<file path="config.mk">
export PLATFORM = sky130hd
export DESIGN_NAME = plate_text_mask_matcher
export DESIGN_NICKNAME = d
export VERILOG_FILES = /design/src/rtl/ptmm_pkg.sv /design/src/rtl/ptmm_ctrl.sv /design/src/rtl/ptmm_datapath.sv /design/src/rtl/plate_text_mask_matcher.sv
export SDC_FILE = /design/constraint.sdc
export NUM_CORES = 1
export LEC_CHECK = 0
export ABC_AREA = 1
export ABC_CLOCK_PERIOD_IN_PS = 4850
export BUFFER_PORTS_ARGS = -buffer_cell sky130_fd_sc_hd__clkbuf_2
export CAP_MARGIN = 20
export CORE_MARGIN = 3
export CORE_UTILIZATION = 45
export CTS_CLUSTER_DIAMETER = 30
export CTS_CLUSTER_SIZE = 16
export DETAILED_ROUTE_END_ITERATION = 10
export PLACE_DENSITY = 0.67
export SLEW_MARGIN = 20
export SYNTH_ARGS = -nofsm -noshare
export SYNTH_HDL_FRONTEND = slang
export SYNTH_HIERARCHICAL = 1
export SYNTH_SLANG_ARGS = --single-unit
export TNS_END_PERCENT = 50
</file>
<file path="constraint.sdc">
create_clock -name clock -period 4.85 [get_ports clock]
set_clock_uncertainty 0.15 [all_clocks]
set_input_delay 0.485 -clock clock [delete_from_list [all_inputs] [get_ports clock]]
set_output_delay 0.485 -clock clock [all_outputs]
set_load 0.02 [all_outputs]
</file>
<file path="src/rtl/ptmm_pkg.sv">
// ----------------------------------------------------------------------------
// ptmm_pkg
// Shared types, constants and character helpers of the plate text mask matcher.
// ----------------------------------------------------------------------------
package ptmm_pkg;

   localparam int unsigned MASK_W      = 6;
   localparam int unsigned CHAR_W      = 8;
   localparam int unsigned FMT_OUT_W   = 3;
   localparam int unsigned SCORE_OUT_W = 3;

   localparam logic [CHAR_W-1:0] CHAR_UNDERSCORE = 8'h5F;
   localparam logic [CHAR_W-1:0] CHAR_NONE       = 8'h00;
   localparam logic [CHAR_W-1:0] CHAR_LOWER_A    = 8'h61;
   localparam logic [CHAR_W-1:0] CHAR_LOWER_Z    = 8'h7A;
   localparam logic [CHAR_W-1:0] CHAR_UPPER_A    = 8'h41;
   localparam logic [CHAR_W-1:0] CHAR_UPPER_Z    = 8'h5A;
   localparam logic [CHAR_W-1:0] CHAR_DIGIT_0    = 8'h30;
   localparam logic [CHAR_W-1:0] CHAR_DIGIT_9    = 8'h39;
   localparam logic [CHAR_W-1:0] CASE_OFFSET     = 8'h20;

   typedef struct packed {
      logic take;
      logic miss;
      logic score;
      logic emit;
   } ptmm_cmd_type;

   typedef struct packed {
      logic full_after;
      logic fmt_last;
      logic pos_last;
   } ptmm_status_type;

   function automatic logic [MASK_W-1:0] mask_reset_value(input int unsigned k);
      logic [MASK_W-1:0] v;
      v = '0;
      unique case (k)
         0:       v = 6'd7;
         1:       v = 6'd56;
         2:       v = 6'd57;
         3:       v = 6'd39;
         4:       v = 6'd60;
         default: v = '0;
      endcase
      return v;
   endfunction

   function automatic logic is_letter(input logic [CHAR_W-1:0] c);
      return (c >= CHAR_UPPER_A) && (c <= CHAR_UPPER_Z);
   endfunction

   function automatic logic is_digit(input logic [CHAR_W-1:0] c);
      return (c >= CHAR_DIGIT_0) && (c <= CHAR_DIGIT_9);
   endfunction

   function automatic logic [CHAR_W-1:0] to_upper(input logic [CHAR_W-1:0] c);
      return ((c >= CHAR_LOWER_A) && (c <= CHAR_LOWER_Z)) ? c - CASE_OFFSET : c;
   endfunction

   function automatic logic class_fits(input logic [CHAR_W-1:0] c, input logic want_letter);
      return want_letter ? is_letter(c) : is_digit(c);
   endfunction

endpackage

</file>
<file path="src/rtl/ptmm_ctrl.sv">
// ----------------------------------------------------------------------------
// ptmm_ctrl
// Sequencer: collects bytes, steps the format scorer, then steps the output.
// ----------------------------------------------------------------------------
module ptmm_ctrl
   import ptmm_pkg::*;
(
   input  logic            clock,
   input  logic            reset,
   input  logic            start,
   input  logic            req_text_end,
   input  ptmm_status_type status,
   output ptmm_cmd_type    cmd,
   output logic            busy
);

   typedef enum logic [2:0] {
      ST_IDLE  = 3'b001,
      ST_SCORE = 3'b010,
      ST_EMIT  = 3'b100
   } state_type;

   state_type state_ff;
   state_type state_in;

   always_comb begin
      cmd       = '0;
      state_in  = state_ff;
      busy      = 1'b1;
      unique case (state_ff)
         ST_IDLE: begin
            busy     = 1'b0;
            cmd.take = start;
            cmd.miss = start && req_text_end && !status.full_after;
            if (start && req_text_end && status.full_after) begin
               state_in = ST_SCORE;
            end
         end
         ST_SCORE: begin
            cmd.score = 1'b1;
            if (status.fmt_last) begin
               state_in = ST_EMIT;
            end
         end
         ST_EMIT: begin
            cmd.emit = 1'b1;
            if (status.pos_last) begin
               state_in = ST_IDLE;
            end
         end
         default: begin
            state_in = ST_IDLE;
         end
      endcase
   end

   always_ff @(posedge clock) begin
      if (reset) begin
         state_ff <= ST_IDLE;
      end else begin
         state_ff <= state_in;
      end
   end

   a_miss_stays_idle: assert property (@(posedge clock) disable iff (reset)
      cmd.miss |=> !busy)
      else $error("short string left the idle state");

   a_busy_ends_on_emit: assert property (@(posedge clock) disable iff (reset)
      (!$past(reset) && $fell(busy)) |-> $past(cmd.emit && status.pos_last))
      else $error("busy dropped before the last character transfer");

endmodule

</file>
<file path="src/rtl/ptmm_datapath.sv">
// ----------------------------------------------------------------------------
// ptmm_datapath
// Character store, mask registers, shared format scorer and result register.
// ----------------------------------------------------------------------------
module ptmm_datapath
   import ptmm_pkg::*;
#(
   parameter int unsigned PLATE_CHARS  = 6,
   parameter int unsigned FORMAT_COUNT = 5,
   localparam int unsigned IDX_W   = (PLATE_CHARS > 1) ? $clog2(PLATE_CHARS) : 1,
   localparam int unsigned CNT_W   = $clog2(PLATE_CHARS + 1),
   localparam int unsigned FMT_W   = (FORMAT_COUNT > 1) ? $clog2(FORMAT_COUNT) : 1,
   localparam int unsigned SCORE_W = $clog2(PLATE_CHARS + 1)
)
(
   input  logic                   clock,
   input  logic                   reset,
   input  ptmm_cmd_type           cmd,
   output ptmm_status_type        status,
   input  logic                   csr_wr_en,
   input  logic [FMT_W-1:0]       csr_index,
   input  logic [MASK_W-1:0]      csr_wr_data,
   input  logic [CHAR_W-1:0]      req_text_byte,
   output logic                   rsp_valid,
   output logic [CHAR_W-1:0]      rsp_plate_char,
   output logic                   rsp_plate_found,
   output logic [FMT_OUT_W-1:0]   rsp_best_format,
   output logic [SCORE_OUT_W-1:0] rsp_match_score,
   output logic                   rsp_run_last
);

   localparam logic [CNT_W-1:0] CNT_FULL = CNT_W'(PLATE_CHARS);
   localparam logic [CNT_W-1:0] CNT_LAST = CNT_W'(PLATE_CHARS - 1);
   localparam logic [IDX_W-1:0] POS_LAST = IDX_W'(PLATE_CHARS - 1);
   localparam logic [FMT_W-1:0] FMT_LAST = FMT_W'(FORMAT_COUNT - 1);

   logic [MASK_W-1:0]      mask_ff [FORMAT_COUNT];
   logic [CHAR_W-1:0]      kept_ff [PLATE_CHARS];
   logic [CNT_W-1:0]       kept_count_ff;
   logic [CNT_W-1:0]       kept_count_in;
   logic [FMT_W-1:0]       fmt_ff;
   logic [IDX_W-1:0]       pos_ff;
   logic [FMT_W-1:0]       best_ff;
   logic [SCORE_W-1:0]     best_score_ff;
   logic [PLATE_CHARS-1:0] best_want_ff;

   logic                   rsp_valid_ff;
   logic [CHAR_W-1:0]      rsp_char_ff;
   logic                   rsp_found_ff;
   logic [FMT_OUT_W-1:0]   rsp_fmt_ff;
   logic [SCORE_OUT_W-1:0] rsp_score_ff;
   logic                   rsp_last_ff;

   logic [CHAR_W-1:0]      byte_upper;
   logic                   byte_ok;
   logic                   store_byte;
   logic [PLATE_CHARS-1:0] want_vec;
   logic [SCORE_W-1:0]     fmt_score;
   logic                   take_best;
   logic [CHAR_W-1:0]      emit_char;
   logic                   emit_fits;

   assign byte_upper = to_upper(req_text_byte);
   assign byte_ok    = is_letter(byte_upper) || is_digit(byte_upper);
   assign store_byte = cmd.take && byte_ok && (kept_count_ff < CNT_FULL);

   assign status.full_after = (kept_count_ff == CNT_FULL)
                           || ((kept_count_ff == CNT_LAST) && byte_ok);
   assign status.fmt_last   = (fmt_ff == FMT_LAST);
   assign status.pos_last   = (pos_ff == POS_LAST);

   assign want_vec = PLATE_CHARS'(mask_ff[fmt_ff]);

   always_comb begin
      fmt_score = '0;
      for (int i = 0; i < PLATE_CHARS; i++) begin
         fmt_score = fmt_score + SCORE_W'(class_fits(kept_ff[i], want_vec[i]));
      end
   end

   assign take_best = (fmt_ff == '0) || (fmt_score > best_score_ff);
   assign emit_char = kept_ff[pos_ff];
   assign emit_fits = class_fits(emit_char, best_want_ff[pos_ff]);

   always_comb begin
      kept_count_in = kept_count_ff;
      priority if (cmd.miss || (cmd.emit && status.pos_last)) begin
         kept_count_in = '0;
      end else if (store_byte) begin
         kept_count_in = kept_count_ff + 1'b1;
      end else begin
         kept_count_in = kept_count_ff;
      end
   end

   always_ff @(posedge clock) begin
      if (reset) begin
         kept_count_ff <= '0;
         fmt_ff        <= '0;
         pos_ff        <= '0;
         rsp_valid_ff  <= 1'b0;
         for (int k = 0; k < FORMAT_COUNT; k++) begin
            mask_ff[k] <= mask_reset_value(k);
         end
      end else begin
         kept_count_ff <= kept_count_in;
         fmt_ff        <= cmd.score ? fmt_ff + 1'b1 : '0;
         pos_ff        <= cmd.emit ? pos_ff + 1'b1 : '0;
         rsp_valid_ff  <= cmd.miss || cmd.emit;
         if (csr_wr_en && ({1'b0, csr_index} < (FMT_W + 1)'(FORMAT_COUNT))) begin
            mask_ff[csr_index] <= csr_wr_data;
         end
      end
   end

   always_ff @(posedge clock) begin
      if (store_byte) begin
         kept_ff[kept_count_ff[IDX_W-1:0]] <= byte_upper;
      end
      if (cmd.score && take_best) begin
         best_ff       <= fmt_ff;
         best_score_ff <= fmt_score;
         best_want_ff  <= want_vec;
      end
      if (cmd.miss) begin
         rsp_char_ff  <= CHAR_NONE;
         rsp_found_ff <= 1'b0;
         rsp_fmt_ff   <= '0;
         rsp_score_ff <= '0;
         rsp_last_ff  <= 1'b1;
      end else if (cmd.emit) begin
         rsp_char_ff  <= emit_fits ? emit_char : CHAR_UNDERSCORE;
         rsp_found_ff <= 1'b1;
         rsp_fmt_ff   <= FMT_OUT_W'(best_ff);
         rsp_score_ff <= SCORE_OUT_W'(best_score_ff);
         rsp_last_ff  <= status.pos_last;
      end
   end

   assign rsp_valid       = rsp_valid_ff;
   assign rsp_plate_char  = rsp_char_ff;
   assign rsp_plate_found = rsp_found_ff;
   assign rsp_best_format = rsp_fmt_ff;
   assign rsp_match_score = rsp_score_ff;
   assign rsp_run_last    = rsp_last_ff;

   a_count_bounded: assert property (@(posedge clock) disable iff (reset)
      kept_count_ff <= CNT_FULL)
      else $error("kept character count overran the plate length");

   a_emit_needs_full: assert property (@(posedge clock) disable iff (reset)
      (cmd.score || cmd.emit) |-> (kept_count_ff == CNT_FULL))
      else $error("scoring or output started without a full plate");

   a_miss_is_last: assert property (@(posedge clock) disable iff (reset)
      (rsp_valid_ff && !rsp_found_ff) |-> rsp_last_ff)
      else $error("not-found transfer without the last flag");

endmodule

</file>
<file path="src/rtl/plate_text_mask_matcher.sv">
// ----------------------------------------------------------------------------
// plate_text_mask_matcher
// Filters a text stream to plate characters and matches them to format masks.
// ----------------------------------------------------------------------------
// Bytes are taken one per cycle while busy is low (start high, busy low).
// A byte that is not the last of its string causes no result. On a last byte
// with fewer than PLATE_CHARS letters or digits kept, one not-found result
// appears on the cycle after the transfer and busy stays low. Otherwise busy
// rises while the shared scorer steps through the formats in turn and then while
// the output characters go out in turn. Results are one-cycle pulses of
// rsp_valid, back to back, the first one registered from the first output step
// after scoring; the receiver cannot stall them. Write the mask registers only
// while busy is low and no result is pending.
// ----------------------------------------------------------------------------
module plate_text_mask_matcher
   import ptmm_pkg::*;
#(
   parameter int unsigned PLATE_CHARS  = 6,
   parameter int unsigned FORMAT_COUNT = 5,
   localparam int unsigned FMT_W = (FORMAT_COUNT > 1) ? $clog2(FORMAT_COUNT) : 1
)
(
   input  logic                   clock,
   input  logic                   reset,
   input  logic                   start,
   output logic                   busy,
   input  logic [CHAR_W-1:0]      req_text_byte,
   input  logic                   req_text_end,
   output logic                   rsp_valid,
   output logic [CHAR_W-1:0]      rsp_plate_char,
   output logic                   rsp_plate_found,
   output logic [FMT_OUT_W-1:0]   rsp_best_format,
   output logic [SCORE_OUT_W-1:0] rsp_match_score,
   output logic                   rsp_run_last,
   input  logic                   csr_wr_en,
   input  logic [FMT_W-1:0]       csr_index,
   input  logic [MASK_W-1:0]      csr_wr_data
);

   ptmm_cmd_type    cmd;
   ptmm_status_type status;

   ptmm_ctrl u_ctrl (
      .clock        (clock),
      .reset        (reset),
      .start        (start),
      .req_text_end (req_text_end),
      .status       (status),
      .cmd          (cmd),
      .busy         (busy)
   );

   ptmm_datapath #(
      .PLATE_CHARS  (PLATE_CHARS),
      .FORMAT_COUNT (FORMAT_COUNT)
   ) u_datapath (
      .clock           (clock),
      .reset           (reset),
      .cmd             (cmd),
      .status          (status),
      .csr_wr_en       (csr_wr_en),
      .csr_index       (csr_index),
      .csr_wr_data     (csr_wr_data),
      .req_text_byte   (req_text_byte),
      .rsp_valid       (rsp_valid),
      .rsp_plate_char  (rsp_plate_char),
      .rsp_plate_found (rsp_plate_found),
      .rsp_best_format (rsp_best_format),
      .rsp_match_score (rsp_match_score),
      .rsp_run_last    (rsp_run_last)
   );

endmodule

</file>
# Yosys cells after proc, flatten, opt, wreduce, memory -nomap -nowiden

Memory sizes are Yosys's and may differ from the RTL's. A register that Yosys moved wholly into a read port is not among the register bits.
Index checks and enable logic that the tools add are counted.

Equality and inequality tests: 10
Multipliers: 0
Reduce and logical (&&, ||, !) cells: 38
Shifts and indexed selects: 0
Bitwise operators: 2
Multiplexer cells: 36
Magnitude comparators: 38
$add $sub $neg: 9
Div/mod/pow operators: 0

Operators with widths:

| operator            | count |
|---|---|
| $ge 8x7->1 const B  | 9 |
| $le 8x7->1 const B  | 9 |
| $ge 8x6->1 const B  | 8 |
| $le 8x6->1 const B  | 8 |
| $mux 6              | 6 |
| $logic_and 1x1->1   | 26 |
| $mux 1              | 19 |
| $mux 3              | 6 |
| $mux 8              | 2 |
| $eq 3x3->1 const B  | 5 |
| $add 3x1->3         | 4 |
| $add 3x1->3 const B | 3 |
| $pmux 3 s3          | 1 |
| $sub 8x6->8 const B | 1 |
| $lt 3x3->1 const B  | 2 |
| $reduce_or 2->1     | 3 |
| $reduce_or 6->1     | 1 |
| $logic_or 1x1->1    | 5 |
| $lt 3x4->1 const B  | 1 |
| $ne 2x1->1 const B  | 2 |
| $bmux 1 s3          | 1 |
| $eq 3x1->1 const B  | 1 |
| $eq 3x2->1 const B  | 1 |
| $gt 3x3->1          | 1 |
| 7 further kinds     | 8 |

Memories kept: 2
Bits in read-only memories: 0
Output and inout bits: 18
Bits in writable memories: 78
Input bits: 22
Bits in latches: 0
Register bits: 41
Logic and storage cells: 148

Memories:

| name               | words | width | rd ports | clocked after memory_dff | wr ports | line                | text |
|---|---|---|---|---|---|---|---|
| u_datapath.kept_ff | 6     | 8     | 7        | 1                        | 1        | ptmm_datapath.sv:38 | `logic [CHAR_W-1:0] kept_ff [PLATE_CHARS];` |
| u_datapath.mask_ff | 5     | 6     | 1        | 1                        | 5        | ptmm_datapath.sv:37 | `logic [MASK_W-1:0] mask_ff [FORMAT_COUNT];` |

# Logic depth before layout (Yosys ltp)

Depth in word-level cells: 15
Mapped depth: 20
Depth with buffers taken out: 18

# Cells and area by module

Netlist, hierarchy kept.

By module, submodules not included:

| module        | seq. area each (um^2) | area each (um^2) | times used | cells each |
|---|---|---|---|---|
| ptmm_datapath | 4244.1                | 7060.5           | 1          | 740 |
| ptmm_ctrl     | 60.1                  | 173.9            | 1          | 27 |

# Worst setup path after synthesis

Ideal clock, no wire load.

Kind: reg-to-reg
Start point: register u_datapath.fmt_ff[1]
End point: register u_datapath.best_ff[0] (enable)
Required time: 4.301 ns
Library setup time: 0.399 ns
Path slack: -0.095 ns
Data arrival time: 4.395 ns
Clock period less this slack: 4.945 ns
Cell stages (with the launch flop): 19
Cell sequence: dfxtp_1 > buf_2 > inv_2 > buf_4 > a32o_1 > nand2_1 > nand2_1 > inv_1 > o21ai_0 > a21oi_1 > fa_1 > fa_1 > ha_1 > fa_1 > ha_1 > nand2_1 > o21ai_0 > nand2_1 > a21boi_0

Longest elaborated chain between the ends: 3

RTL lines:

| item                     | line                 | text |
|---|---|---|
| start: declaration       | ptmm_datapath.sv:41  | `logic [FMT_W-1:0] fmt_ff;` |
| start signal: assignment | ptmm_datapath.sv:107 | `fmt_ff <= cmd.score ? fmt_ff + 1'b1 : '0;` |
| $logic_not 3->1          | ptmm_datapath.sv:81  | `assign take_best = (fmt_ff == '0) \|\| (fmt_score > best_score_ff);` |
| $logic_or 1x1->1         | ptmm_datapath.sv:81  |  |
| $logic_and 1x1->1        | ptmm_datapath.sv:120 | `if (cmd.score && take_best) begin` |
| end signal: assignment   | ptmm_datapath.sv:121 | `best_ff <= fmt_ff;` |
| end: declaration         | ptmm_datapath.sv:43  | `logic [FMT_W-1:0] best_ff;` |

Every way passes these cells.
A chain may end at the register's enable or synchronous reset.

# Worst setup path after layout

Start point: register u_datapath.fmt_ff[0]
End point: register u_datapath.best_want_ff[0] (enable)

Longest elaborated chain between the ends: 3

RTL lines:

| item                   | line                 | text |
|---|---|---|
| $logic_not 3->1        | ptmm_datapath.sv:81  |  |
| $logic_or 1x1->1       | ptmm_datapath.sv:81  |  |
| $logic_and 1x1->1      | ptmm_datapath.sv:120 |  |
| end signal: assignment | ptmm_datapath.sv:123 | `best_want_ff <= want_vec;` |
| end: declaration       | ptmm_datapath.sv:45  | `logic [PLATE_CHARS-1:0] best_want_ff;` |

Every way passes these cells.

==> flow_summary.ini <==
[power_and_ir_drop]
p_clk_share_pct = 45.7
power.density_nw_per_um2 = 358.3
p_int_w = 0.002325
vdd.ir_drop.worst_mv = 0.2371
p_sw_share_pct = 22.09
p_total_w = 0.002984
p_leak_nw = 3.547
p_comb_share_pct = 4.4
p_switching_w = 0.0006591
seqPwrFrac_pct = 49.8

[clocking]
cts_root_buf = clkbuf_16
clockBufferDepth = 2
cts_max_level = 4
clk_pin_slew_ps = 60
cts_tree = built
cts_buffers = 17
insertion_delay_ps = 430
clock_sinks = 153

[synth]
synth_top_cell_area_share_pct = 51.47
yosysUniqueCellTypes = 39
synthTopCellsByCount = 185 x nand2_1, 124 x edfxtp_1, 100 x inv_1
synth_area_leaders = edfxtp_1 51%, nand2_1 9.6%, dfxtp_1 8.0%, inv_1 5.2%, nor2_1 4.7%
synth_ff_type = edfxtp_1
postSynthCellCount = 767
yosysMostFrequentCell = nand2_1
yosysSeqAreaShare_pct = 59.49
synth_top_area_cell = edfxtp_1
synth_edf_count = 124
yosysWarningCount = 6
async_reset_ff_share_pct = 0
synth-seq-cells = 153
synth_area_sq_um = 7234
syn_avg_cell_area_sq_um = 9.432

[drt]
drtIter0Drc = 554
drt_first_pass_iters = 5
num_vias = 5376
antenna_left = 0
avgViaCountPerCell = 5.034
drt_wl_total_um = 16170
drc = 0
wire_per_inst_um = 15.14

[global_route]
grt_pass1_vias = 5093
grt_usage_pct = 18.89
antenna_found_initial = 0
grt_overflow_total = 0
grt_pass1_wl_um = 25880
grt_max_degree = 30

[place]
io_buffers = 39
hpwl_um = 11470
pre_cts_slack_ps = 292.0
place_congestion = 0.8661
dp_cells = 1036

[run_status]
status = completed

[floorplanning]
die_area_sq_um = 17630
num_rows = 45
die_w_um = 132.8
die_y_um = 132.8
core_sq_um = 15480
io_pins = 40
start_util_pct = 46.72

[critical_path]
endpoint_kind = flip-flop
worstSetupPathType = flip-flop to flip-flop
worstPathArrival_ps = 4490
r2r_slack_ps = 340
crit_path_max_fanout = 13
critPathLaunchType = flip-flop
worst_ep_required_time_ps = 4830

[sta]
fin_setup_tns_ps = 0
rsz0062_at_grt = false
slew_headroom_pct = 28.46
setup_viol = 0
finalCritPeriodShare_pct = 93.09
drv_slew = 0
min_period_ps = 4515
setup_ws_ps = 335.1
hold_viol_final = 0
tightest_slew_ps = 1072
max_freq_mhz = 221.5

[final_layout]
layout-drive-gt1-share_pct = 12.14
fin_util_pct = 53.79
syn2layout_area_growth_pct = 15.13
diodes = 0
fin_nets = 881
stdcell_count = 1068

[min_path]
min_path_type = input pin to flip-flop

[run]
cap_violations = 0
## sequential cells by signal, summed over array words and instances, names as in the netlist, 3 cells and up
name                        flops
u_ctrl/state_ff                 3
u_datapath/best_ff              3
u_datapath/best_score_ff        3
u_datapath/best_want_ff         6
u_datapath/fmt_ff               3
u_datapath/kept_count_ff        3
u_datapath/kept_ff             64
u_datapath/mask_ff             48
u_datapath/pos_ff               3
u_datapath/rsp_best_format      3
u_datapath/rsp_match_score      3
u_datapath/rsp_plate_char       8
## final cells by class
type	count	area, sq um
clock inverter	14	185.2
inverter	107	414.1
multi-input combinational	519	2480
tap	211	264.0
sequential	153	4305
timing repair buffer	46	251.5
fill	1376	7154
clock buffer	18	429.2
## through the flow
stage	cell area [sq um]	hold slack, ps
3_5_place_dp	7707	282.5
6_report	8329	131.9
2_1_floorplan	7358	256.4
3_3_place_gp	7707	277.2
4_1_cts	8322	122.1
5_1_grt	8329	130.4
## final timing paths
path | startpoint | endpoint | cells past startpoint
worst max-delay path | u_datapath/fmt_ff[0]$_SDFF_PP0_ | u_datapath/best_want_ff[0]$_DFFE_PP_ | 18
worst max register to register | u_datapath/fmt_ff[0]$_SDFF_PP0_ | u_datapath/best_want_ff[0]$_DFFE_PP_ | 18
worst min register to register | u_datapath/rsp_plate_char[7]$_SDFFE_PP0P_ | u_datapath/rsp_plate_char[7]$_SDFFE_PP0P_ | 2
worst min-delay path | csr_wr_data[2] | u_datapath/mask_ff[6][2]$_DFFE_PP_ | 1
## power by group through the flow
stage / combinational, W / clock, W / sequential, W
detailed placement: 0.000130 / 0 / 0.00151
global route: 0.000151 / 0.00145 / 0.00149
global placement: 0.000128 / 0 / 0.00152
floorplan: 0.0000823 / 0 / 0.00150
CTS: 0.000131 / 0.00139 / 0.00149
finish: 0.000132 / 0.00137 / 0.00149
## kinds of logic (layout without fill, tap and decap cells)
family                     Yosys count  after routing  synth area share, %
and+or+nand+nor                    366            366                21.26
DFF                                153            153                59.50
buffers and inverters              128            185                7.938
AOI/OAI and AO/OA                  102            102                8.112
adders and majority gates           15             15                2.906
xor gates and xnor gates             2              2               0.2422
other                                1             34              0.05184
## what timing repair did
item                                   4_1_cts  5_1_grt
endpoints found under the hold margin        0        0
gates resized for setup                      0        4
hold buffers                                 0        0
setup endpoints to repair                    0       12
setup buffers                                0        0
## worst max-delay path, cell delays in order, from the launching register on
cell	delay, ps
dfxtp_1	340
inv_2	180
buf_4	220
nand2_1	70
nand3_1	60
nand2_1	50
o21ai_1	220
a21oi_1	70
a211oi_1	300
fa_1	480
fa_1	490
ha_1	220
fa_1	450
ha_1	310
nand2_1	50
o21ai_0	140
nand2_1	60
a21boi_1	120
buf_4	220
## per-layer routing
metal,vias up,GRT usage [%],part of all wire [%]
met2,214,28.81,44
met5,-,0,0
met4,0,7.794,1.8
li1,2661,-,-
met3,17,3.422,7.0
met1,2484,26.73,47
## placed cells by master, fill, tap and decap left out, drive strengths merged
cell	instances
nand2	190
edfxtp	124
inv	110
nor2	96
nand3	64
clkbuf	57
o21ai	50
conb	34
a21oi	30
dfxtp	29
ha	12
nor3	9
o22ai	8
o211ai	7
buf	7
nand4	6
clkinv	5
bufinv	3
clkinvlp	3
fa	3
a32o	2
xnor2	2
a211oi	1
a31oi	1
o2111ai	1
nor4	1
a21boi	1
a21o	1
No activity file was read; power rests on OpenSTA's default activity.
